$ cat config.mk
export PLATFORM = sky130hd
export DESIGN_NAME = sha256_byte_stream_hasher
export DESIGN_NICKNAME = d
export VERILOG_FILES = /design/src/rtl/core/sha_pkg.sv /design/src/rtl/core/sha_front.sv /design/src/rtl/core/sha_fifo.sv /design/src/rtl/core/sha_back.sv /design/src/rtl/core/sha256_byte_stream_hasher.sv
export SDC_FILE = /design/constraint.sdc
export NUM_CORES = 2
export LEC_CHECK = 0
export BUFFER_PORTS_ARGS = -buffer_cell sky130_fd_sc_hd__buf_2
export CAP_MARGIN = 40
export CORE_MARGIN = 10
export CORE_UTILIZATION = 55
export DETAILED_ROUTE_END_ITERATION = 8
export GPL_TIMING_DRIVEN = 0
export PLACE_DENSITY = 0.71
export SYNTH_ARGS = -nofsm -noshare
export SYNTH_HDL_FRONTEND = slang
export SYNTH_SLANG_ARGS = --single-unit
$ cat constraint.sdc
create_clock -name clk -period 12.71 [get_ports clk]
set_input_delay 1.9065 -clock clk [delete_from_list [all_inputs] [get_ports clk]]
set_output_delay 1.9065 -clock clk [all_outputs]
set_load 0.01 [all_outputs]
$ cat src/rtl/core/sha_pkg.sv
// ----------------------------------------------------------------------------
// sha_pkg
// Shared types and constants of the SHA-256 byte stream hasher.
// ----------------------------------------------------------------------------
package sha_pkg;

  localparam int QUEUE_DEPTH_DFLT = 4;

  localparam logic [7:0] PAD_BYTE = 8'h80;
  // Word slot where the 64-bit length starts (byte 56 of the block)
  localparam logic [3:0] LEN_SLOT_HI = 4'd14;
  localparam logic [3:0] LEN_SLOT_LO = 4'd15;
  localparam logic [5:0] LEN_POS = 6'd56;

  // One 32-bit message word on its way to the compression engine
  typedef struct packed {
    logic [31:0] data;
    logic        last;   // last word of the final block of a message
  } sha_word_t;

  localparam logic [31:0] H_INIT [0:7] = '{
    32'h6a09e667, 32'hbb67ae85, 32'h3c6ef372, 32'ha54ff53a,
    32'h510e527f, 32'h9b05688c, 32'h1f83d9ab, 32'h5be0cd19
  };

  localparam logic [31:0] ROUND_K [0:63] = '{
    32'h428a2f98, 32'h71374491, 32'hb5c0fbcf, 32'he9b5dba5,
    32'h3956c25b, 32'h59f111f1, 32'h923f82a4, 32'hab1c5ed5,
    32'hd807aa98, 32'h12835b01, 32'h243185be, 32'h550c7dc3,
    32'h72be5d74, 32'h80deb1fe, 32'h9bdc06a7, 32'hc19bf174,
    32'he49b69c1, 32'hefbe4786, 32'h0fc19dc6, 32'h240ca1cc,
    32'h2de92c6f, 32'h4a7484aa, 32'h5cb0a9dc, 32'h76f988da,
    32'h983e5152, 32'ha831c66d, 32'hb00327c8, 32'hbf597fc7,
    32'hc6e00bf3, 32'hd5a79147, 32'h06ca6351, 32'h14292967,
    32'h27b70a85, 32'h2e1b2138, 32'h4d2c6dfc, 32'h53380d13,
    32'h650a7354, 32'h766a0abb, 32'h81c2c92e, 32'h92722c85,
    32'ha2bfe8a1, 32'ha81a664b, 32'hc24b8b70, 32'hc76c51a3,
    32'hd192e819, 32'hd6990624, 32'hf40e3585, 32'h106aa070,
    32'h19a4c116, 32'h1e376c08, 32'h2748774c, 32'h34b0bcb5,
    32'h391c0cb3, 32'h4ed8aa4a, 32'h5b9cca4f, 32'h682e6ff3,
    32'h748f82ee, 32'h78a5636f, 32'h84c87814, 32'h8cc70208,
    32'h90befffa, 32'ha4506ceb, 32'hbef9a3f7, 32'hc67178f2
  };

endpackage

$ cat src/rtl/core/sha_front.sv
// ----------------------------------------------------------------------------
// sha_front
// Packs message bytes into 32-bit words and generates the padding words.
// ----------------------------------------------------------------------------
module sha_front import sha_pkg::*; (
  input  logic        clk,
  input  logic        rst_n,
  input  logic        in_valid,
  output logic        in_stall,
  input  logic [7:0]  in_data_byte,
  input  logic        in_byte_present,
  input  logic        in_end_of_message,
  output logic        q_push,
  output sha_word_t   q_entry,
  input  logic        q_full
);

  localparam logic ST_BYTES = 1'b0;
  localparam logic ST_PAD   = 1'b1;

  logic        state_r, state_nxt;
  logic [5:0]  pos_r, pos_nxt;
  logic [63:0] msg_r, msg_nxt;
  logic [23:0] acc_r, acc_nxt;
  logic        first_r, first_nxt;
  logic        final_blk_r, final_blk_nxt;

  logic        accept;
  logic [5:0]  pos_after;
  logic [3:0]  slot;
  logic [63:0] bit_len;

  assign in_stall = (state_r != ST_BYTES) || q_full;
  assign accept   = in_valid && !in_stall;
  assign slot     = pos_r[5:2];
  assign bit_len  = {msg_r[60:0], 3'b000};
  assign pos_after = in_byte_present ? pos_r + 6'd1 : pos_r;

  always_comb begin
    state_nxt     = state_r;
    pos_nxt       = pos_r;
    msg_nxt       = msg_r;
    acc_nxt       = acc_r;
    first_nxt     = first_r;
    final_blk_nxt = final_blk_r;
    q_push        = 1'b0;
    q_entry       = '0;
    unique case (state_r)
      ST_BYTES: begin
        if (accept) begin
          if (in_byte_present) begin
            acc_nxt = {acc_r[15:0], in_data_byte};
            pos_nxt = pos_after;
            msg_nxt = msg_r + 64'd1;
            if (pos_r[1:0] == 2'd3) begin
              q_push       = 1'b1;
              q_entry.data = {acc_r, in_data_byte};
            end
          end
          if (in_end_of_message) begin
            state_nxt     = ST_PAD;
            first_nxt     = 1'b1;
            // length fits behind the pad byte only if it lands before byte 56
            final_blk_nxt = (pos_after < LEN_POS);
          end
        end
      end
      ST_PAD: begin
        if (!q_full) begin
          q_push = 1'b1;
          if (first_r) begin
            case (pos_r[1:0])
              2'd0:    q_entry.data = {PAD_BYTE, 24'h0};
              2'd1:    q_entry.data = {acc_r[7:0], PAD_BYTE, 16'h0};
              2'd2:    q_entry.data = {acc_r[15:0], PAD_BYTE, 8'h0};
              default: q_entry.data = {acc_r, PAD_BYTE};
            endcase
          end else if (final_blk_r && slot == LEN_SLOT_HI) begin
            q_entry.data = bit_len[63:32];
          end else if (final_blk_r && slot == LEN_SLOT_LO) begin
            q_entry.data = bit_len[31:0];
          end
          q_entry.last = final_blk_r && (slot == LEN_SLOT_LO);
          first_nxt    = 1'b0;
          pos_nxt      = {slot + 4'd1, 2'b00};
          if (slot == LEN_SLOT_LO) begin
            if (final_blk_r) begin
              state_nxt = ST_BYTES;
              pos_nxt   = '0;
              msg_nxt   = '0;
            end else begin
              final_blk_nxt = 1'b1;
            end
          end
        end
      end
      default: state_nxt = ST_BYTES;
    endcase
  end

  always_ff @(posedge clk) begin
    if (!rst_n) begin
      state_r     <= ST_BYTES;
      pos_r       <= '0;
      msg_r       <= '0;
      first_r     <= 1'b0;
      final_blk_r <= 1'b0;
    end else begin
      state_r     <= state_nxt;
      pos_r       <= pos_nxt;
      msg_r       <= msg_nxt;
      first_r     <= first_nxt;
      final_blk_r <= final_blk_nxt;
    end
  end

  always_ff @(posedge clk) begin
    acc_r <= acc_nxt;
  end

endmodule

$ cat src/rtl/core/sha_fifo.sv
// ----------------------------------------------------------------------------
// sha_fifo
// Short word queue between the byte front end and the compression engine.
// ----------------------------------------------------------------------------
module sha_fifo import sha_pkg::*; #(
  parameter int DEPTH = QUEUE_DEPTH_DFLT
) (
  input  logic      clk,
  input  logic      rst_n,
  input  logic      push,
  input  sha_word_t push_entry,
  output logic      full,
  input  logic      pop,
  output sha_word_t pop_entry,
  output logic      empty
);

  localparam int AW = $clog2(DEPTH);
  localparam int CW = $clog2(DEPTH + 1);
  localparam logic [AW-1:0] LAST_PTR = AW'(DEPTH - 1);

  sha_word_t       slot_r [0:DEPTH-1];
  logic [AW-1:0]   wr_ptr_r, rd_ptr_r;
  logic [CW-1:0]   count_r;
  logic            do_push, do_pop;

  assign full      = (count_r == CW'(DEPTH));
  assign empty     = (count_r == '0);
  assign do_push   = push && !full;
  assign do_pop    = pop && !empty;
  assign pop_entry = slot_r[rd_ptr_r];

  always_ff @(posedge clk) begin
    if (do_push) begin
      slot_r[wr_ptr_r] <= push_entry;
    end
  end

  always_ff @(posedge clk) begin
    if (!rst_n) begin
      wr_ptr_r <= '0;
      rd_ptr_r <= '0;
      count_r  <= '0;
    end else begin
      if (do_push) begin
        wr_ptr_r <= (wr_ptr_r == LAST_PTR) ? '0 : wr_ptr_r + AW'(1);
      end
      if (do_pop) begin
        rd_ptr_r <= (rd_ptr_r == LAST_PTR) ? '0 : rd_ptr_r + AW'(1);
      end
      if (do_push && !do_pop) begin
        count_r <= count_r + CW'(1);
      end else if (do_pop && !do_push) begin
        count_r <= count_r - CW'(1);
      end
    end
  end

endmodule

$ cat src/rtl/core/sha_back.sv
// ----------------------------------------------------------------------------
// sha_back
// Compression engine: loads 16 words, runs 64 rounds, emits the digest.
// ----------------------------------------------------------------------------
module sha_back import sha_pkg::*; (
  input  logic        clk,
  input  logic        rst_n,
  output logic        q_pop,
  input  sha_word_t   q_entry,
  input  logic        q_empty,
  output logic        out_valid,
  input  logic        out_stall,
  output logic [31:0] out_digest_word,
  output logic [2:0]  out_word_index,
  output logic        out_final_word
);

  localparam logic [1:0] ST_LOAD  = 2'd0;
  localparam logic [1:0] ST_ROUND = 2'd1;
  localparam logic [1:0] ST_ADD   = 2'd2;
  localparam logic [1:0] ST_OUT   = 2'd3;

  function automatic logic [31:0] rotr(input logic [31:0] x, input int n);
    rotr = (x >> n) | (x << (32 - n));
  endfunction

  logic [1:0]  state_r, state_nxt;
  logic [5:0]  cnt_r, cnt_nxt;
  logic        fin_r, fin_nxt;
  logic [2:0]  idx_r, idx_nxt;
  logic [31:0] chain_r [0:7];
  logic [31:0] chain_nxt [0:7];
  logic [31:0] wv_r [0:7];
  logic [31:0] wv_nxt [0:7];
  logic [31:0] w_r [0:15];
  logic [31:0] w_nxt [0:15];
  logic [31:0] dig_r [0:7];
  logic [31:0] dig_nxt [0:7];

  logic [31:0] big0, big1, choose, major, t1, t2, sched_new;

  always_comb begin
    big1   = rotr(wv_r[4], 6) ^ rotr(wv_r[4], 11) ^ rotr(wv_r[4], 25);
    choose = (wv_r[4] & wv_r[5]) ^ (~wv_r[4] & wv_r[6]);
    t1     = wv_r[7] + big1 + choose + ROUND_K[cnt_r] + w_r[0];
    big0   = rotr(wv_r[0], 2) ^ rotr(wv_r[0], 13) ^ rotr(wv_r[0], 22);
    major  = (wv_r[0] & wv_r[1]) ^ (wv_r[0] & wv_r[2]) ^ (wv_r[1] & wv_r[2]);
    t2     = big0 + major;
    sched_new = (rotr(w_r[14], 17) ^ rotr(w_r[14], 19) ^ (w_r[14] >> 10)) + w_r[9]
              + (rotr(w_r[1], 7) ^ rotr(w_r[1], 18) ^ (w_r[1] >> 3)) + w_r[0];
  end

  always_comb begin
    state_nxt = state_r;
    cnt_nxt   = cnt_r;
    fin_nxt   = fin_r;
    idx_nxt   = idx_r;
    chain_nxt = chain_r;
    wv_nxt    = wv_r;
    w_nxt     = w_r;
    dig_nxt   = dig_r;
    q_pop     = 1'b0;
    unique case (state_r)
      ST_LOAD: begin
        if (!q_empty) begin
          q_pop = 1'b1;
          for (int i = 0; i < 15; i++) w_nxt[i] = w_r[i+1];
          w_nxt[15] = q_entry.data;
          cnt_nxt   = cnt_r + 6'd1;
          if (cnt_r[3:0] == 4'd15) begin
            fin_nxt   = q_entry.last;
            cnt_nxt   = '0;
            wv_nxt    = chain_r;
            state_nxt = ST_ROUND;
          end
        end
      end
      ST_ROUND: begin
        wv_nxt[0] = t1 + t2;
        wv_nxt[1] = wv_r[0];
        wv_nxt[2] = wv_r[1];
        wv_nxt[3] = wv_r[2];
        wv_nxt[4] = wv_r[3] + t1;
        wv_nxt[5] = wv_r[4];
        wv_nxt[6] = wv_r[5];
        wv_nxt[7] = wv_r[6];
        for (int i = 0; i < 15; i++) w_nxt[i] = w_r[i+1];
        w_nxt[15] = sched_new;
        cnt_nxt   = cnt_r + 6'd1;
        if (cnt_r == 6'd63) begin
          state_nxt = ST_ADD;
        end
      end
      ST_ADD: begin
        for (int i = 0; i < 8; i++) chain_nxt[i] = chain_r[i] + wv_r[i];
        if (fin_r) begin
          dig_nxt   = chain_nxt;
          chain_nxt = H_INIT;
          idx_nxt   = '0;
          state_nxt = ST_OUT;
        end else begin
          state_nxt = ST_LOAD;
        end
      end
      ST_OUT: begin
        if (!out_stall) begin
          for (int i = 0; i < 7; i++) dig_nxt[i] = dig_r[i+1];
          idx_nxt = idx_r + 3'd1;
          if (idx_r == 3'd7) begin
            state_nxt = ST_LOAD;
          end
        end
      end
      default: state_nxt = ST_LOAD;
    endcase
  end

  always_ff @(posedge clk) begin
    if (!rst_n) begin
      state_r <= ST_LOAD;
      cnt_r   <= '0;
      fin_r   <= 1'b0;
      idx_r   <= '0;
      chain_r <= H_INIT;
    end else begin
      state_r <= state_nxt;
      cnt_r   <= cnt_nxt;
      fin_r   <= fin_nxt;
      idx_r   <= idx_nxt;
      chain_r <= chain_nxt;
    end
  end

  always_ff @(posedge clk) begin
    wv_r  <= wv_nxt;
    w_r   <= w_nxt;
    dig_r <= dig_nxt;
  end

  assign out_valid       = (state_r == ST_OUT);
  assign out_digest_word = dig_r[0];
  assign out_word_index  = idx_r;
  assign out_final_word  = (idx_r == 3'd7);

endmodule

$ cat src/rtl/core/sha256_byte_stream_hasher.sv
// Bytes are taken one per cycle while the word queue has room and no padding
// is being generated. An engine block is 16 pops, 64 rounds and one chaining
// add; the default four-word queue holds only 16 bytes while the rounds run.
// The last item adds 3 to 18 padding words, one or two blocks and eight
// digest words, one a cycle while the output is not stalled.
// Synchronous active-low reset loads the initial hash and empties the queue.
// ----------------------------------------------------------------------------
// sha256_byte_stream_hasher
// SHA-256 of a byte stream, digest given as eight 32-bit words.
// ----------------------------------------------------------------------------
module sha256_byte_stream_hasher import sha_pkg::*; #(
  parameter int QUEUE_DEPTH = QUEUE_DEPTH_DFLT   // queue words, 2 or more
) (
  input  logic        clk,
  input  logic        rst_n,
  input  logic        in_valid,
  output logic        in_stall,
  input  logic [7:0]  in_data_byte,
  input  logic        in_byte_present,
  input  logic        in_end_of_message,
  output logic        out_valid,
  input  logic        out_stall,
  output logic [31:0] out_digest_word,
  output logic [2:0]  out_word_index,
  output logic        out_final_word
);

  // Front to queue: packed message and padding words
  logic      q_push, q_full;
  sha_word_t q_push_entry;
  // Queue to engine
  logic      q_pop, q_empty;
  sha_word_t q_pop_entry;

  // Front end: accept each transaction, pack bytes, append padding and the
  // bit length once the end of the message is seen. It holds the input
  // channel only while the queue is full or padding is being generated.
  sha_front u_front (
    .clk               (clk),
    .rst_n             (rst_n),
    .in_valid          (in_valid),
    .in_stall          (in_stall),
    .in_data_byte      (in_data_byte),
    .in_byte_present   (in_byte_present),
    .in_end_of_message (in_end_of_message),
    .q_push            (q_push),
    .q_entry           (q_push_entry),
    .q_full            (q_full)
  );

  // Decouple the byte rate from the round engine.
  sha_fifo #(
    .DEPTH (QUEUE_DEPTH)
  ) u_fifo (
    .clk        (clk),
    .rst_n      (rst_n),
    .push       (q_push),
    .push_entry (q_push_entry),
    .full       (q_full),
    .pop        (q_pop),
    .pop_entry  (q_pop_entry),
    .empty      (q_empty)
  );

  // Back end: one round per cycle; after the final block drive the digest
  // out word by word, then drop back to the initial hash for the next
  // message, whose words may already wait in the queue.
  sha_back u_back (
    .clk             (clk),
    .rst_n           (rst_n),
    .q_pop           (q_pop),
    .q_entry         (q_pop_entry),
    .q_empty         (q_empty),
    .out_valid       (out_valid),
    .out_stall       (out_stall),
    .out_digest_word (out_digest_word),
    .out_word_index  (out_word_index),
    .out_final_word  (out_final_word)
  );

endmodule

==> results list <==
- Fillcell total: 12280
- Sequential cell area: 0.04238 mm2
* Transition at the pin with the smallest max-transition slack: 1068 ps
- In this design, the stage delay of the slowest critical-path cell is about 730 ps.
- The die is 409.6 um wide.
- Most instantiated flip-flop cell in the synthesis netlist: sky130_fd_sc_hd__edfxtp_1
- Number of remaining DRC errors: 0
- Fmax achieved: 81.18 MHz
- Summing all multi-input logic gate instances after layout gives 0.03814 mm2.
* Largest net degree at the start of global routing: 130
- Synthesis-stage register bit count: 1527
- Vias per std cell: around 6.4
- Highest net fanout along the worst path: 10
- At the end of routability-driven placement, the weighted congestion stood at about 1.0.
- After detailed routing, the average wire length per cell comes to between 30 and 40 um.
- The largest total area in the synthesized netlist belongs to sky130_fd_sc_hd__edfxtp_1.
- Result of the run: finished, final reports clean
* Routed via count: between 60000 and 70000
* Portion of the post-synthesis area used by sequential elements: approximately half
* Endpoint arrival time on the critical path: 12990 ps
- At the worst endpoint, the required time is 13380 ps.
- The initial antenna violation count was 8.
- Period utilization: 96.92%
* Violation count after the first detailed-routing iteration: 9202
- Share of the synthesized area in the top cell type: 42.44%
* Critical Path Sink Type: flip-flop
- Clock latency at the later pin of the worst-skew pair: 830 ps
- Final HPWL from detailed placement: 243700 um
- Worst setup slack before clock tree synthesis: just over 800 ps
* Number of placement rows: 142
- The finished layout holds 10330 standard cells, fillers aside.
* Cells taking the most area after synthesis: sky130_fd_sc_hd__edfxtp_1, sky130_fd_sc_hd__dfxtp_1, sky130_fd_sc_hd__ha_1, sky130_fd_sc_hd__nand2_1, sky130_fd_sc_hd__fa_1
- Setup slack closes at 391.8 ps.
- CTS root buf: sky130_fd_sc_hd__clkbuf_16
* Sinks on Clock Net: 1527
- The number of global-route vias before repair is between 60000 and 70000.
* Number of nets in the synthesized netlist: 8420
- Clock-pin slew was measured on the worst setup and hold paths at 60 ps.
- Total of warnings raised by yosys: 0
* GRT overflow: 0
* Number of ports placed on the die boundary: 52
- Clock skew on the completed layout was measured at around 65 ps.
* Clock period minus final worst setup slack: 12320 ps
* Clock buffers created by TritonCTS: 163
* Startpoint kind of the worst setup timing path: flip-flop
- Count of instances resized after the clock tree is built: 0
- Synthesized instance count: 7801
- Leaving out fill and tap cells, the most frequent cells in the layout are sky130_fd_sc_hd__nand2_1, sky130_fd_sc_hd__edfxtp_1, sky130_fd_sc_hd__a21oi_1.
- In this run the cell area of the synthesized design comes to 0.08350 mm2.
- For flop-to-flop paths, the worst setup slack is 390 ps.
- Initial Util: 55.55%
- Initial DRT Pass Iterations: 8
- The clock passes through at most 3 buffers.
- Remaining antenna violation count: 0
* Synth unique cells: 90
* Placeable core region: 0.1503 mm2
* # setup viols final: 0
* Wire length of the first global-routing pass: between 400000 and 500000 um
- Master of the slowest instance on the critical path: sky130_fd_sc_hd__clkbuf_1
* Routed wire length: 314800 um
- By startpoint and endpoint, the worst setup path is classified as reg -> reg.
* Placed cells: 10020
* Die height: 409.6 um
- Number of H-tree levels: 4
- The count of final hold-check violations came to 0.
- Fin nets: 8793
- The tightest hold path in the finished design has a slack of 389.2 ps.
* Number of enable-type register cells in the synthesized netlist: 1180
* Max-cap violations: 0
* CTS tree: yes
- Relative area change from synthesis to final layout: 12.62%
- Input/output buffers: 50
- Number of setup buffers added after CTS: 0
- Leaving out fill and tap cells, the most frequent cell in the layout is sky130_fd_sc_hd__nand2_1.
* Ys async rst share: 0%
- Each instance of the synthesized netlist takes up on average ~11 um2.
* Max-slew violation count: 0
- The floorplan step defined a die boundary enclosing between 0.15 and 0.2 mm2.
- Hold Crit Class: reg -> reg
- Worst slew margin relative to its limit: 28.79%
- Setup repair after global routing left no endpoint under its margin.
* Layout cell share with drive strength beyond 1: 6.919%
- For this run, the total global-route usage over all layers was measured as 36.34%.
- Buffers inserted to repair hold after CTS numbered 0.
[metrics by stage]
stage               instance area [um2]  setup TNS (ps)  utilization (%)
floorplan                         83510               0                -
global placement                  86280         -360010            57.40
detailed placement                88370               0            58.79
CTS                               93980               0            62.52
global route                      94030               0            62.56
finish                            94040               0            62.56
[cell families (layout without fill, tap and decap cells)]
group / Yosys count / in the layout / share of synthesized area [%]
buffers and inverters: 784 / 1294 / 3.673
adders and majority gates: 607 / 607 / 10.85
DFF: 1527 / 1527 / 50.76
xor gates and xnor gates: 641 / 641 / 6.773
other: 0 / 3 / 0
muxes: 84 / 84 / 1.572
AOI/OAI and AO/OA: 1921 / 1921 / 14.81
and+or+nand+nor: 2237 / 2237 / 11.56
[synthesized netlist by cell type (all sizes together), types with 40 or more instances]
master  number
xnor2      400
o21a        51
fa         196
nor3        85
o21ai      505
a31oi       46
and3        52
nand3      163
a22oi       91
a21oi      470
a22o       149
mux2i       40
nand2b      51
nor2b       68
dfxtp      347
o31ai       40
clkbuf     345
nor2       422
ha         409
xor2       238
a21o       197
a211oi      56
nand4       42
inv        371
edfxtp    1180
o21bai      48
nand2     1230
buf         67
o211ai      76
[path summary, 6_finish.rpt]
kind                   startpoint               end  cells after the start
hold / removal    u_back.w_r[128]   u_back.w_r[160]                      0
setup reg to reg  u_back.cnt_r[1]  u_back.wv_r[255]                     41
hold reg to reg   u_back.w_r[128]   u_back.w_r[160]                      0
setup / recovery  u_back.cnt_r[1]  u_back.wv_r[255]                     41
[flip-flops by register name, indices dropped and copies added, names as in the netlist, 2 cells and up, named ones only]
signal                  count
u_back.w_r                512
u_back.chain_r            256
u_back.wv_r               256
u_back.dig_r              224
u_fifo.slot_r             132
u_front.msg_r              61
u_back.out_digest_word     32
u_front.acc_r              24
u_back.cnt_r                6
u_front.pos_r               6
u_back.out_word_index       3
u_fifo.count_r              3
u_back.state_r              2
u_fifo.rd_ptr_r             2
u_fifo.wr_ptr_r             2
[worst max-delay path: cells and delay by family, from the launching register on]
kind,cells,cell delay [ps]
fa+ha+maj,8,3060
simple gates,6,1320
flops,1,700
buf+inv,8,2370
compound gates,17,3770
xor+xnor,2,940
[layout make-up]
| cell class | instances | share of cell area [%] |
|---|---|---|
| flip-flops and latches | 1527 | 45.07 |
| multi-input cells | 5490 | 40.55 |
| clock buffers | 206 | 4.640 |
| well taps | 2016 | 2.682 |
| repair buffers | 208 | 2.444 |
| plain buffers | 412 | 1.780 |
| inverters | 372 | 1.493 |
| clock inverters | 96 | 1.331 |
| diodes | 3 | 0.007983 |
[per-layer routing]
metal	global-route usage [%]	vias up	share of wire [%]
li1	-	28690	-
met1	49.88	32310	40
met2	52.96	4113	42
met3	8.360	812	11
met4	20.48	6	6.8
met5	0	-	0.011
Power is left out: the tool's default activity adds up to more than one toggle a clock period on the data nets, which glitch-free logic cannot reach.
